===== config.mk =====
export PLATFORM = sky130hd
export DESIGN_NAME = sync_length_avg_checksum_deframer_flat
export DESIGN_NICKNAME = d
export VERILOG_FILES = /design/src/sldc_pkg.sv /design/src/sldc_if.sv /design/src/sldc_div.sv /design/src/sync_length_avg_checksum_deframer.sv /design/src/flat_wrapper.sv
export VERILOG_INCLUDE_DIRS = /design/src /design/src/src
export SDC_FILE = /design/constraint.sdc
export NUM_CORES = 1
export LEC_CHECK = 0
export BUFFER_PORTS_ARGS = -buffer_cell sky130_fd_sc_hd__clkbuf_2
export CORE_MARGIN = 2
export CORE_UTILIZATION = 65
export DETAILED_ROUTE_END_ITERATION = 7
export PLACE_DENSITY_LB_ADDON = 0.2
export RECOVER_POWER = 100
export SYNTH_ARGS = -nofsm -noshare
export SYNTH_HDL_FRONTEND = slang
export SYNTH_SLANG_ARGS = --single-unit

===== constraint.sdc =====
create_clock -name clk -period 9.8 [get_ports clk]
set_input_delay 0 -clock clk [delete_from_list [all_inputs] [get_ports clk]]
set_output_delay 0 -clock clk [all_outputs]
set_load 0.01 [all_outputs]

===== src/assert_macros.svh =====
`ifndef ASSERT_MACROS_SVH
`define ASSERT_MACROS_SVH

// Implication checked at every clock edge outside reset.
`define SLDC_ASSERT(lbl, clk, rstn, prop, msg) \
  lbl: assert property (@(posedge clk) disable iff (!(rstn)) (prop)) else $error(msg);

// Condition in one cycle implies a condition in the next.
`define SLDC_ASSERT_NEXT(lbl, clk, rstn, cond, nxt, msg) \
  lbl: assert property (@(posedge clk) disable iff (!(rstn)) (cond) |=> (nxt)) \
    else $error(msg);

`endif


===== src/sldc_pkg.sv =====
`timescale 1ns / 1ps

package sldc_pkg;

  localparam logic [7:0] SYNC_BYTE = 8'hFF;
  localparam logic [8:0] HDR_BYTES = 9'd3;
  localparam logic [8:0] SYNC_COUNT = 9'd2;

  localparam int DIV_STEPS = 16;
  localparam int CNT_W = $clog2(DIV_STEPS);

  typedef enum logic [1:0] {
    KIND_PAYLOAD  = 2'd0,
    KIND_GOOD     = 2'd1,
    KIND_BAD      = 2'd2,
    KIND_BADSTART = 2'd3
  } kind_t;

  typedef enum logic [1:0] {
    PH_SYNC1 = 2'd0,
    PH_SYNC2 = 2'd1,
    PH_LEN   = 2'd2,
    PH_BODY  = 2'd3
  } phase_t;

  typedef enum logic [1:0] {
    ST_IDLE,
    ST_DIV,
    ST_EMIT
  } seq_t;

  typedef struct packed {
    logic start;
  } div_ctrl_t;

  typedef struct packed {
    logic busy;
    logic done;
  } div_stat_t;

endpackage


===== src/sldc_if.sv =====
`timescale 1ns / 1ps

interface sldc_in_if;
  logic       valid;
  logic       ready;
  logic [7:0] rx_byte;

  modport source (output valid, output rx_byte, input ready);
  modport sink (input valid, input rx_byte, output ready);
endinterface

interface sldc_out_if;
  logic                valid;
  logic                ready;
  sldc_pkg::kind_t     kind;
  logic [7:0]          data_byte;
  logic [7:0]          position;
  logic [7:0]          computed_sum;

  modport source (output valid, output kind, output data_byte, output position,
                  output computed_sum, input ready);
  modport sink (input valid, input kind, input data_byte, input position,
                input computed_sum, output ready);
endinterface


===== src/sldc_div.sv =====
`timescale 1ns / 1ps

module sldc_div (
  input  logic                clk,
  input  logic                rst_n,
  input  sldc_pkg::div_ctrl_t ctrl,
  input  logic [15:0]         dividend,
  input  logic [8:0]          divisor,
  output sldc_pkg::div_stat_t stat,
  output logic [7:0]          quotient
);

  logic                       busy_r, done_r;
  logic [sldc_pkg::CNT_W-1:0] cnt_r;
  logic [8:0]                 rem_r, rem_nxt;
  logic [15:0]                quo_r, quo_nxt;
  logic [8:0]                 dsr_r;
  logic [9:0]                 rem_sh, rem_sub;
  logic                       ge, last;

  // restoring divide, one quotient bit per cycle
  always_comb begin
    rem_sh  = {rem_r, quo_r[15]};
    ge      = rem_sh >= {1'b0, dsr_r};
    rem_sub = rem_sh - {1'b0, dsr_r};
    rem_nxt = ge ? rem_sub[8:0] : rem_sh[8:0];
    quo_nxt = {quo_r[14:0], ge};
    last    = cnt_r == sldc_pkg::CNT_W'(sldc_pkg::DIV_STEPS - 1);
  end

  always_ff @(posedge clk) begin
    if (!rst_n) begin
      busy_r <= 1'b0;
      done_r <= 1'b0;
      cnt_r  <= '0;
    end else begin
      done_r <= 1'b0;
      if (ctrl.start) begin
        busy_r <= 1'b1;
        cnt_r  <= '0;
      end else if (busy_r) begin
        cnt_r <= cnt_r + 1'b1;
        if (last) begin
          busy_r <= 1'b0;
          done_r <= 1'b1;
        end
      end
    end
  end

  always_ff @(posedge clk) begin
    if (ctrl.start) begin
      rem_r <= '0;
      quo_r <= dividend;
      dsr_r <= divisor;
    end else if (busy_r) begin
      rem_r <= rem_nxt;
      quo_r <= quo_nxt;
    end
  end

  assign stat.busy = busy_r;
  assign stat.done = done_r;
  // frame sums never exceed 255 times the divisor
  assign quotient  = quo_r[7:0];

endmodule


===== src/sync_length_avg_checksum_deframer.sv =====
// Payload and bad-start results appear in the output register in the cycle after the transfer.
// The checksum byte, or a zero length byte, starts a 16-step divider: its status result is
// loaded once the divider is done and the output register is free; no byte is taken meanwhile.
// Other bytes go at one per cycle; a byte is taken only while the output register is empty or being emptied.
// rst_n is synchronous, active low: frame state cleared, waiting for the first sync byte.
`timescale 1ns / 1ps
`include "assert_macros.svh"

module sync_length_avg_checksum_deframer (
  input logic        clk,
  input logic        rst_n,
  sldc_in_if.sink    in_ch,
  sldc_out_if.source out_ch
);

  sldc_pkg::seq_t      state_r, state_nxt;
  sldc_pkg::phase_t    phase_r, phase_nxt;
  logic [7:0]          frame_length_r, frame_length_nxt;
  logic [8:0]          bytes_seen_r, bytes_seen_nxt;
  logic [15:0]         running_sum_r, running_sum_nxt;
  logic [7:0]          chk_r, chk_nxt;

  logic                out_valid_r, out_valid_nxt;
  sldc_pkg::kind_t     out_kind_r, out_kind_nxt;
  logic [7:0]          out_data_r, out_data_nxt;
  logic [7:0]          out_pos_r, out_pos_nxt;
  logic [7:0]          out_avg_r, out_avg_nxt;

  sldc_pkg::div_ctrl_t div_ctrl;
  sldc_pkg::div_stat_t div_stat;
  logic [7:0]          quotient;
  logic [8:0]          divisor;

  logic                slot_free, accept, sync_ok, body_end, frame_end;
  logic [7:0]          b;
  logic [8:0]          seen_inc, pos9;
  logic [15:0]         sum_add;

  sldc_div u_div (
    .clk      (clk),
    .rst_n    (rst_n),
    .ctrl     (div_ctrl),
    .dividend (running_sum_r),
    .divisor  (divisor),
    .stat     (div_stat),
    .quotient (quotient)
  );

  always_comb begin
    b         = in_ch.rx_byte;
    slot_free = !out_valid_r || out_ch.ready;
    accept    = in_ch.valid && in_ch.ready;
    sync_ok   = b == sldc_pkg::SYNC_BYTE;
    seen_inc  = bytes_seen_r + 9'd1;
    pos9      = seen_inc - (sldc_pkg::HDR_BYTES + 9'd1);
    body_end  = seen_inc >= (sldc_pkg::HDR_BYTES + {1'b0, frame_length_r});
    sum_add   = running_sum_r + {8'd0, b};
    divisor   = sldc_pkg::SYNC_COUNT + {1'b0, frame_length_r};
    frame_end = ((phase_r == sldc_pkg::PH_LEN) && (b == 8'd0)) ||
                ((phase_r == sldc_pkg::PH_BODY) && body_end);
  end

  // next state
  always_comb begin
    state_nxt = state_r;
    unique case (state_r)
      sldc_pkg::ST_IDLE: if (accept && frame_end) state_nxt = sldc_pkg::ST_DIV;
      sldc_pkg::ST_DIV:  if (div_stat.done) state_nxt = sldc_pkg::ST_EMIT;
      sldc_pkg::ST_EMIT: if (slot_free) state_nxt = sldc_pkg::ST_IDLE;
      default:           state_nxt = sldc_pkg::ST_IDLE;
    endcase
  end

  // sequencer outputs
  always_comb begin
    in_ch.ready    = (state_r == sldc_pkg::ST_IDLE) && slot_free;
    div_ctrl.start = accept && frame_end;
  end

  // frame tracking
  always_comb begin
    phase_nxt        = phase_r;
    frame_length_nxt = frame_length_r;
    bytes_seen_nxt   = bytes_seen_r;
    running_sum_nxt  = running_sum_r;
    chk_nxt          = chk_r;
    if (accept) begin
      if (frame_end || (!sync_ok && (phase_r == sldc_pkg::PH_SYNC1 ||
                                     phase_r == sldc_pkg::PH_SYNC2))) begin
        phase_nxt        = sldc_pkg::PH_SYNC1;
        frame_length_nxt = 8'd0;
        bytes_seen_nxt   = 9'd0;
        running_sum_nxt  = 16'd0;
        if (frame_end) chk_nxt = b;
      end else begin
        unique case (phase_r)
          sldc_pkg::PH_SYNC1: begin
            phase_nxt       = sldc_pkg::PH_SYNC2;
            bytes_seen_nxt  = seen_inc;
            running_sum_nxt = sum_add;
          end
          sldc_pkg::PH_SYNC2: begin
            phase_nxt       = sldc_pkg::PH_LEN;
            bytes_seen_nxt  = seen_inc;
            running_sum_nxt = sum_add;
          end
          sldc_pkg::PH_LEN: begin
            phase_nxt        = sldc_pkg::PH_BODY;
            frame_length_nxt = b;
            bytes_seen_nxt   = sldc_pkg::HDR_BYTES;
            running_sum_nxt  = sum_add;
          end
          sldc_pkg::PH_BODY: begin
            bytes_seen_nxt  = seen_inc;
            running_sum_nxt = sum_add;
          end
          default: phase_nxt = sldc_pkg::PH_SYNC1;
        endcase
      end
    end
  end

  // output register loading
  always_comb begin
    out_valid_nxt = out_valid_r && !out_ch.ready;
    out_kind_nxt  = out_kind_r;
    out_data_nxt  = out_data_r;
    out_pos_nxt   = out_pos_r;
    out_avg_nxt   = out_avg_r;
    priority if (state_r == sldc_pkg::ST_EMIT && slot_free) begin
      out_valid_nxt = 1'b1;
      out_kind_nxt  = (quotient == chk_r) ? sldc_pkg::KIND_GOOD : sldc_pkg::KIND_BAD;
      out_data_nxt  = chk_r;
      out_pos_nxt   = 8'd0;
      out_avg_nxt   = quotient;
    end else if (accept && !sync_ok && (phase_r == sldc_pkg::PH_SYNC1 ||
                                        phase_r == sldc_pkg::PH_SYNC2)) begin
      out_valid_nxt = 1'b1;
      out_kind_nxt  = sldc_pkg::KIND_BADSTART;
      out_data_nxt  = 8'd0;
      out_pos_nxt   = 8'd0;
      out_avg_nxt   = 8'd0;
    end else if (accept && phase_r == sldc_pkg::PH_BODY && !body_end) begin
      out_valid_nxt = 1'b1;
      out_kind_nxt  = sldc_pkg::KIND_PAYLOAD;
      out_data_nxt  = b;
      out_pos_nxt   = pos9[7:0];
      out_avg_nxt   = 8'd0;
    end else begin
      out_kind_nxt = out_kind_r;
    end
  end

  always_ff @(posedge clk) begin
    if (!rst_n) begin
      state_r        <= sldc_pkg::ST_IDLE;
      phase_r        <= sldc_pkg::PH_SYNC1;
      frame_length_r <= 8'd0;
      bytes_seen_r   <= 9'd0;
      running_sum_r  <= 16'd0;
      out_valid_r    <= 1'b0;
    end else begin
      state_r        <= state_nxt;
      phase_r        <= phase_nxt;
      frame_length_r <= frame_length_nxt;
      bytes_seen_r   <= bytes_seen_nxt;
      running_sum_r  <= running_sum_nxt;
      out_valid_r    <= out_valid_nxt;
    end
  end

  always_ff @(posedge clk) begin
    chk_r      <= chk_nxt;
    out_kind_r <= out_kind_nxt;
    out_data_r <= out_data_nxt;
    out_pos_r  <= out_pos_nxt;
    out_avg_r  <= out_avg_nxt;
  end

  assign out_ch.valid        = out_valid_r;
  assign out_ch.kind         = out_kind_r;
  assign out_ch.data_byte    = out_data_r;
  assign out_ch.position     = out_pos_r;
  assign out_ch.computed_sum = out_avg_r;

  `SLDC_ASSERT_NEXT(a_start_busy, clk, rst_n, div_ctrl.start, div_stat.busy && state_r == sldc_pkg::ST_DIV, "divider not running after checksum byte")
  `SLDC_ASSERT(a_done_in_div, clk, rst_n, div_stat.done |-> state_r == sldc_pkg::ST_DIV, "divider finished outside divide state")
  `SLDC_ASSERT(a_busy_stall, clk, rst_n, div_stat.busy |-> !in_ch.ready, "byte taken during divide")
  `SLDC_ASSERT(a_body_bounds, clk, rst_n, (phase_r == sldc_pkg::PH_BODY) |-> (frame_length_r != 8'd0 && bytes_seen_r < sldc_pkg::HDR_BYTES + {1'b0, frame_length_r}), "body count beyond frame length")

endmodule

===== src/flat_wrapper.sv =====
// flat-port wrapper written by rule: the top's interface ports become plain ports
module sync_length_avg_checksum_deframer_flat 
  (clk, rst_n, in_ch_valid, in_ch_rx_byte, in_ch_ready, out_ch_valid, out_ch_kind, out_ch_data_byte, out_ch_position, out_ch_computed_sum, out_ch_ready);
  sldc_in_if in_ch_i ();
  sldc_out_if out_ch_i ();
  input logic clk;
  input logic rst_n;
  input wire logic [$bits(in_ch_i.valid)-1:0] in_ch_valid;
  input wire logic [$bits(in_ch_i.rx_byte)-1:0] in_ch_rx_byte;
  output wire logic [$bits(in_ch_i.ready)-1:0] in_ch_ready;
  output wire logic [$bits(out_ch_i.valid)-1:0] out_ch_valid;
  output wire logic [$bits(out_ch_i.kind)-1:0] out_ch_kind;
  output wire logic [$bits(out_ch_i.data_byte)-1:0] out_ch_data_byte;
  output wire logic [$bits(out_ch_i.position)-1:0] out_ch_position;
  output wire logic [$bits(out_ch_i.computed_sum)-1:0] out_ch_computed_sum;
  input wire logic [$bits(out_ch_i.ready)-1:0] out_ch_ready;
  assign in_ch_i.valid = in_ch_valid;
  assign in_ch_i.rx_byte = in_ch_rx_byte;
  assign in_ch_ready = in_ch_i.ready;
  assign out_ch_valid = out_ch_i.valid;
  assign out_ch_kind = out_ch_i.kind;
  assign out_ch_data_byte = out_ch_i.data_byte;
  assign out_ch_position = out_ch_i.position;
  assign out_ch_computed_sum = out_ch_i.computed_sum;
  assign out_ch_i.ready = out_ch_ready;
  sync_length_avg_checksum_deframer u_core (.clk(clk), .rst_n(rst_n), .in_ch(in_ch_i), .out_ch(out_ch_i));
endmodule

Word level (Yosys, flattened, before mapping)
Index checks and enable logic that the tools add are counted.
Widths: inputs -> output; s select.
{"block": "op_classes", "addsub": 7, "order_cmp": 2, "eq_ne": 11, "mux": 32, "bitwise": 2, "n_reduce_logical": 36}
{"cell": "$mux 16", "n": 4}
{"cell": "$mux 8", "n": 8}
{"cell": "$add 2x8->9 const A", "n": 2}
{"cell": "$mux 9", "n": 2}
{"cell": "$pmux 9 s2", "n": 1}
{"cell": "$add 16x8->16", "n": 1}
{"cell": "$mux 2", "n": 8}
{"cell": "$logic_and 1x1->1", "n": 12}
{"cell": "$pmux 2 s3", "n": 2}
{"cell": "$ge 10x9->1", "n": 1}
{"cell": "$add 9x1->9 const B", "n": 1}
{"cell": "$ge 9x9->1", "n": 1}
{"cell": "$sub 9x9->9", "n": 1}
{"cell": "$eq 8x8->1", "n": 1}
{"cell": "$eq 8x8->1 const B", "n": 1}
{"cell": "$logic_not 8->1", "n": 1}
{"cell": "$sub 8x3->8 const B", "n": 1}
{"cell": "$mux 1", "n": 7}
{"cell": "$eq 2x2->1 const B", "n": 3}
{"cell": "$reduce_and 3->1", "n": 2}
{"cell": "$reduce_or 3->1", "n": 2}
{"cell": "$add 4x1->4 const B", "n": 1}
{"cell": "$eq 2x1->1 const B", "n": 2}
{"cell": "$eq 4x4->1 const B", "n": 1}
{"cell": "12 further kinds", "n": 24}
{"block": "totals", "reg_bits": 112, "input_bits": 12}

Depth between registers and ports, before layout
Gate-level depths: netlist (run 1).
{"block": "depth", "word_depth": 9, "depth_mapped": 14}

Modules after synthesis
Synthesis (run 1) repeated with hierarchy kept, for this count alone.
{"block": "unflattened", "hier_cells": 637, "area_unflattened_um2": 6222.2}
{"mod": "sync_length_avg_checksum_deframer", "instances": 1, "cells_each": 448, "area_per_inst_um2": 4073.9, "seq_area_each_um2": 1701.6}
{"mod": "sldc_div", "instances": 1, "cells_each": 189, "area_per_inst_um2": 2148.3, "seq_area_each_um2": 1051.0}

Worst setup path after synthesis (run 1)
OpenSTA, ideal clock, no wires.
{"block": "synth_path", "kind": "register -> register", "startpoint": "reg u_core.bytes_seen_r[0]", "endpoint": "reg u_core.out_avg_r[0], in the netlist u_core.out_ch.computed_sum[0], enable pin", "setup_time_ns": 0.421, "arrival_ns": 3.516, "t_required_ns": 9.379, "slack_ns": 5.863, "path_stages_with_launch": 12, "n_path_buf": 0, "period_less_slack_ns": 3.937, "cell_sequence": "dfxtp_1 > ha_1 > nand2_1 > nor2_1 > nand3_1 > xnor2_1 > ha_1 > a21oi_1 > o21ai_0 > a21oi_1 > o21ai_4 > o21ai_0"}
{"block": "synth_via", "elab_chain_cells": 5}
{"item": "start, declared", "line": "sync_length_avg_checksum_deframer.sv:19", "rtl": "logic [8:0] bytes_seen_r, bytes_seen_nxt;"}
{"item": "start signal, assigned", "line": "sync_length_avg_checksum_deframer.sv:166", "rtl": "bytes_seen_r <= bytes_seen_nxt;"}
{"item": "$add 9x1->9", "line": "sync_length_avg_checksum_deframer.sv:54", "rtl": "seen_inc = bytes_seen_r + 9'd1;"}
{"item": "$ge 9x9->1", "line": "sync_length_avg_checksum_deframer.sv:56", "rtl": "body_end = seen_inc >= (sldc_pkg::HDR_BYTES + {1'b0, frame_length_r});"}
{"item": "$logic_not 1->1", "line": "sync_length_avg_checksum_deframer.sv:143", "rtl": "end else if (accept && phase_r == sldc_pkg::PH_BODY && !body_end) begin"}
{"item": "$logic_and 1x1->1", "line": "sync_length_avg_checksum_deframer.sv:143"}
{"item": "$reduce_bool 3->1 (no line)"}
{"item": "end signal, assigned", "line": "sync_length_avg_checksum_deframer.sv:177", "rtl": "out_avg_r <= out_avg_nxt;"}
{"item": "end, declared", "line": "sync_length_avg_checksum_deframer.sv:27", "rtl": "logic [7:0] out_avg_r, out_avg_nxt;"}
Every way passes these cells.
A chain may end at the register's enable or synchronous reset.

Final worst setup path (run 1)
{"block": "layout_path", "startpoint": "reg u_core.bytes_seen_r[0]", "endpoint": "reg u_core.u_div.quo_r[3], enable pin"}
{"block": "layout_via", "elab_chain_cells": 6}
{"item": "$add 9x1->9", "line": "sync_length_avg_checksum_deframer.sv:54"}
{"item": "$ge 9x9->1", "line": "sync_length_avg_checksum_deframer.sv:56"}
{"item": "$logic_and 1x1->1", "line": "sync_length_avg_checksum_deframer.sv:60", "rtl": "((phase_r == sldc_pkg::PH_BODY) && body_end);"}
{"item": "$logic_or 1x1->1", "line": "sync_length_avg_checksum_deframer.sv:59", "rtl": "frame_end = ((phase_r == sldc_pkg::PH_LEN) && (b == 8'd0)) ||"}
{"item": "$logic_and 1x1->1", "line": "sync_length_avg_checksum_deframer.sv:77", "rtl": "div_ctrl.start = accept && frame_end;"}
{"item": "$reduce_bool 2->1 (no line)"}
{"item": "end signal, assigned", "line": "sldc_div.sv:54", "rtl": "quo_r <= dividend;"}
{"item": "end signal, assigned", "line": "sldc_div.sv:58", "rtl": "quo_r <= quo_nxt;"}
{"item": "end, declared", "line": "sldc_div.sv:16", "rtl": "logic [15:0] quo_r, quo_nxt;"}
Every way passes these cells.

==> results.cfg, run 1 <==
[grt]
track_usage_pct = 26.0
grt_max_degree = 47
grt_overflow = 0
met3_usage_pct = 4.94
top_usage_layer = met2
grt_pass1_vias = 4239
grt_first_pass_wirelength_mm = 20.5
antenna_found_initial = 0
use_met2_pct = 42.8
use_met1_pct = 35.3

[timing]
hold_viol_final = 0
drv_slew = 47
finClkSkew_ns = 0.0172
worst_pin_slew_ns = 2.38
clock.fmax_mhz = 185
setup_tns_ns = 0
rsz0062_at_grt = no
slew_headroom_pct = -58.7
min_period_ns = 5.41
fin_crit_sh_pct = 55.2
setup_slack_ns = 4.39
finalSetupViolCount = 0

[clocking]
cts_sinks = 112
clk_pin_slew_ns = 0.11
root_buffer = clkbuf_8
cts_tree = built
h-tree-depth = 3
cts_buffers = 9
clkLatencyLatePin_ns = 0.37
ctsLongestPathBuffers = 2
cts_resized = 0

[final_layout]
syn2layout_area_growth_pct = 6.55
diodes = 0
fin_cells = 708
drive_above_1_share_pct = 6.70
postLayoutCoreUtil_pct = 70.3
nFillCells = 708
nets = 643
fin_area_sq_mm = 0.00637
final_cell_mix = 61 x dfxtp_1, 51 x edfxtp_1, 49 x nor2_1
final_common_cell = dfxtp_1

[floorplan]
initial_core_util_pct = 66.0
core_area_sq_mm = 0.00906
io_pins = 40
die_y_microns = 99.9
fp.dieArea_sq_mm = 0.00998
die_w_microns = 99.9
rows = 35

[outcome]
run_status = finished with violations
violations = max-capacitance violations, max-slew violations

[setup_path]
arrival_ns = 5.40
endpoint_kind = flop
start_kind = flop
critical_path_class = flop to flop
path_max_fanout = 46
critPathRequiredTime_ns = 9.79
crit_path_top_delay_cell = clkbuf_1
cpPeakStageDelay_ns = 1.71
crit_chain = ha_1 > nand2_1 > nor2_1 > nand3_1 > xnor2_1 > ha_1 > and4_1 > nand2_1 > o21a_1 > o22ai_4 > clkbuf_1 > or2_0

[synth]
ys_warn_count = 0
synth_edf_count = 51
synth_area_sq_mm = 0.00598
yosysTopAreaCell = edfxtp_1
syn_inst = 550
ys_ff_latch = 112
synthFlopType = dfxtp_1
postSynthAreaPerCell_sq_um = 10.9
synth.area.top_cells = edfxtp_1 26%, dfxtp_1 20%, ha_1 7.7%
yosysSeqAreaShare_pct = 46.0
syn_nets = 601
synth_top_area_share_pct = 25.6
ys_types = 65
postSynth.asyncResetShare_pct = 0

[route]
firstDrtPassIters = 5
drc = 0
drt_iter0_drc = 244
via_per_inst = 6.06
wl_mm = 12.3
postRouteAntennaNets = 0
wire_per_inst_microns = 17.4
vias = 4289

[flow_run]
drv_cap = 1

[place]
place_congestion = 0.879
numPortBuffers = 39
place_hpwl_mm = 8.98
place_ws_ns = 6.03
numPlacedInstances = 684
placed_cell_area_sq_mm = 0.00624

[power]
ir_drop_uv = 90.4
combPwrFrac_pct = 4.4
switching_share_pct = 22.7
power.internal_uw = 626
powerDensity_mw_per_mm2 = 127
clkPwrFrac_pct = 34.7
seq_power_share_pct = 60.9
p_switching_uw = 184
p_leak_uw = 0.00243

[worst_hold_path]
worstHoldPathType = primary input to flop
==> state kept, by name, summed over array words and instances (netlist names) <==
register	count
u_core.u_div.done_r	1
u_core.running_sum_r	16
u_core.phase_r	2
u_core.out_ch.kind	2
u_core.chk_r	8
u_core.out_ch.position	8
u_core.out_ch.computed_sum	8
u_core.out_ch.valid	1
u_core.u_div.quo_r	16
u_core.bytes_seen_r	9
u_core.state_r	2
u_core.u_div.dsr_r	9
u_core.u_div.cnt_r	4
u_core.u_div.rem_r	9
u_core.out_ch.data_byte	8
u_core.frame_length_r	8
u_core.u_div.busy_r	1
==> cell usage after synthesis, types with 14 or more instances <==
library cell	n
a21oi_1	19
a22o_1	21
dfxtp_1	61
edfxtp_1	51
ha_1	37
inv_1	24
nand2_1	31
nand3_1	14
nor2_1	48
o21ai_0	14
xnor2_1	31
xor2_1	21
==> critical path: cells and delay by family (launching register included) <==
kind | cells | cell delay [ns]
buffers and inverters | 1 | 1.71
AND/OR/NAND/NOR | 6 | 1.69
adder cells (fa/ha/maj) | 2 | 0.65
flip-flops | 1 | 0.46
AO/OA/AOI/OAI | 2 | 0.33
XOR/XNOR | 1 | 0.17
==> power groups by stage <==
stage | registers (uW) | logic, uW | clock network [uW]
3_5_place_dp | 504 | 35.8 | 0
5_1_grt | 494 | 39.1 | 301
2_1_floorplan | 506 | 16.0 | 0
3_3_place_gp | 503 | 35.0 | 0
6_report | 493 | 36.0 | 281
4_1_cts | 493 | 38.4 | 286
==> cell families (layout without fill, tap and decap cells) <==
| kind of cell | after synthesis | in the layout | share of synthesized area, % |
|---|---|---|---|
| compound gates | 116 | 116 | 15.0 |
| xor+xnor | 52 | 52 | 7.62 |
| fa+ha+maj | 39 | 39 | 8.41 |
| buf+inv | 42 | 89 | 3.14 |
| flops | 112 | 112 | 46.0 |
| mux | 29 | 29 | 5.77 |
| simple gates | 160 | 160 | 14.1 |
==> stage by stage <==
step | hold slack [ns] | power [uW]
after floorplan | 0.0989 | 522
after global placement | 0.312 | 538
after detailed placement | 0.314 | 540
after CTS | 0.00297 | 817
after global routing | 0.0381 | 833
final | 0.0354 | 810
==> path summary, 6_finish.rpt <==
check	cells after the start	slack, ns	start	end
max	12	4.39	u_core.bytes_seen_r[0]$_SDFFE_PN0P_	u_core.u_div.quo_r[3]$_DFFE_PP_
min	3	0.04	out_ch_ready	u_core.out_ch.valid$_SDFF_PN0_
max reg2reg	12	4.39	u_core.bytes_seen_r[0]$_SDFFE_PN0P_	u_core.u_div.quo_r[3]$_DFFE_PP_
min reg2reg	2	0.49	u_core.u_div.rem_r[8]$_SDFFE_PP0P_	u_core.u_div.rem_r[8]$_SDFFE_PP0P_
==> metal layers <==
| layer | share of wire (%) | up-vias |
|---|---|---|
| li1 | - | 2103 |
| met1 | 45 | 2085 |
| met2 | 50 | 88 |
| met3 | 3.7 | 13 |
| met4 | 1.5 | 0 |
| met5 | 0 | - |
==> area by class of cell <==
cell class / count / area (sq um) / share of cell area (%)
Inverter: 24 / 90.1 / 1.41
Clock buffer: 10 / 128 / 2.00
Multi-Input combinational cell: 396 / 2950 / 46.3
Sequential cell: 112 / 2750 / 43.2
Tap cell: 111 / 139 / 2.18
Clock inverter: 6 / 75.1 / 1.18
Timing Repair Buffer: 49 / 239 / 3.75
==> timing repair <==
item / CTS / global route
buffers inserted: 0 / 0
hold buffers: 8 / 0
endpoints found under the hold margin: 9 / 0
(Power assumes the default switching activity.)
==> run 2, diff against run 1 <==
Settings changed: CORE_UTILIZATION 65 to 61.
Clock period 9.8 ns to 5.5 ns, I/O delays scaled along.
==> run 2 against run 1 <==
  * The run now ends clean
  * Combinational power rose by 82%
  * Core utilization shrank 3.9 points
  * Fmax increased by 24%
  * Global-route usage down 1.0 points
  * Clock power is 75% higher
  * Total power up 77%
  * Wire length grew 0.62%
  * Critical path depth fell by 1
  * Non-clock buffer count increased by 1
  * Largest power group unchanged
  * Highest routed layer is now met5
==> results.cfg, run 2 (synthesized netlist as in run 1, its figures left out) <==
[clocking]
clkLatencyLatePin_ns = 0.38
cts_setup_buffers = 0
cts_hold_buf = 9
ctsLongestPathBuffers = 2
clk_pin_slew_ns = 0.11
root_buffer = clkbuf_8
cts_tree = built
cts_resized = 0
h-tree-depth = 3
cts_buffers = 9
cts_sinks = 112

[floorplan]
die_y_microns = 103
core_area_sq_mm = 0.00964
rows = 36
io_pins = 40
initial_core_util_pct = 62.0
fp.dieArea_sq_mm = 0.0106
die_w_microns = 103

[power]
powerDensity_mw_per_mm2 = 224
p_total_uw = 1430
ir_drop_uv = 122
p_leak_uw = 0.00243

[final_layout]
nets = 644
drive_above_1_share_pct = 6.69
syn2layout_area_growth_pct = 7.03
reg.largest.list = u_core.running_sum_r: 16 flops, u_core.u_div.quo_r: 16 flops
diodes = 0
final_common_cell = dfxtp_1
final_cell_mix = 61 x dfxtp_1, 51 x edfxtp_1, 49 x nor2_1

[worst_hold_path]
worstHoldPathType = primary input to flop

[setup_path]
critPathRequiredTime_ns = 5.50
critical_path.startpoint = u_core.bytes_seen_r[0]$_SDFFE_PN0P_
endpoint_kind = flop
endpoint = u_core.u_div.quo_r[3]$_DFFE_PP_
start_kind = flop
critical_path_class = flop to flop
rrSetupSlack_ns = 1.14
r2r-start = u_core.bytes_seen_r[0]$_SDFFE_PN0P_
r2r_cells = 11
r2r-end = u_core.u_div.quo_r[3]$_DFFE_PP_
path_max_fanout = 16
arrival_ns = 4.36

[route]
wl_mm = 12.4
vias = 4341
wire_per_inst_microns = 17.0
drt_iter0_drc = 227
via_per_inst = 5.94
postRouteAntennaNets = 0
drc = 0
firstDrtPassIters = 5

[timing]
worst_pin_slew_ns = 1.22
slew_headroom_pct = 18.4
clock.fmax_mhz = 229
finClkSkew_ns = 0.0119
rsz0062_at_grt = no
setup_tns_ns = 0
min_period_ns = 4.36
finalSetupViolCount = 0
hold_viol_final = 0
drv_slew = 0
fin_crit_sh_pct = 79.3

[grt]
grt_max_degree = 38
met3_usage_pct = 6.44
grt_first_pass_wirelength_mm = 20.3
top_usage_layer = met2
antenna_found_initial = 1
grt_overflow = 0
use_met1_pct = 31.6
grt_pass1_vias = 4286
use_met2_pct = 41.1
track_usage_pct = 25.0

[place]
numPortBuffers = 39
place_congestion = 0.882
place_hpwl_mm = 8.92

[outcome]
run_status = finished clean

[flow_run]
drv_cap = 0
-- run 2: report_power, final --
| group | total [uW] | internal [uW] | switching [uW] |
|---|---|---|---|
| clock network | 491 | 210 | 281 |
| registers | 878 | 876 | 2.36 |
| logic | 65.7 | 21.5 | 44.2 |
| total | 1430 | 1110 | 327 |
-- run 2: worst min-delay path by stage --
stage / to / cells after the start / from / slack [ns]
after floorplan: u_core.chk_r[0]$_DFFE_PP_ / 0 / in_ch_rx_byte[0] / 0.1
after global placement: u_core.chk_r[0]$_DFFE_PP_ / 1 / in_ch_rx_byte[0] / 0.32
after detailed placement: u_core.chk_r[0]$_DFFE_PP_ / 1 / in_ch_rx_byte[0] / 0.31
after CTS: u_core.out_ch.valid$_SDFF_PN0_ / 2 / rst_n / 0.05
after global routing: u_core.out_ch.valid$_SDFF_PN0_ / 2 / rst_n / 0.07
final: u_core.bytes_seen_r[5]$_SDFFE_PN0P_ / 4 / in_ch_valid / 0.06
-- run 2: metrics by stage --
stage	hold WS (ns)	setup slack, ns	instances	util, %	instance area, sq um
after floorplan	0.0989	1.56	550	-	5980
after global placement	0.318	1.88	706	65.0	6270
after detailed placement	0.314	1.74	706	65.0	6270
after CTS	0.0514	1.70	731	68.0	6550
after global routing	0.0725	0.729	731	66.4	6400
final	0.0621	1.14	731	66.4	6400
-- run 2: final cells by class --
type                    instances  area (sq um)
inverters                      24          90.1
clock buffers                   9           124
repair buffers                 50           251
fillers                       836          3240
multi-input cells             396          2950
flip-flops and latches        112          2750
clock inverters                 7          71.3
well taps                     133           166
-- run 2: per-layer routing --
metal,vias up,wire length [microns]
met2,129,5870
li1,2103,-
met4,2,296
met5,-,13
met3,28,818
met1,2079,5410
-- run 2: critical path, cell delays in order, from the launching register on --
cell,delay (ns)
dfxtp_1,0.45
ha_1,0.32
nand2_1,0.09
nor2_1,0.23
nand3_1,0.13
xnor2_1,0.16
ha_1,0.32
and4_1,0.21
nand2_1,0.08
o21a_1,0.20
o22ai_1,0.78
or2_0,1.01
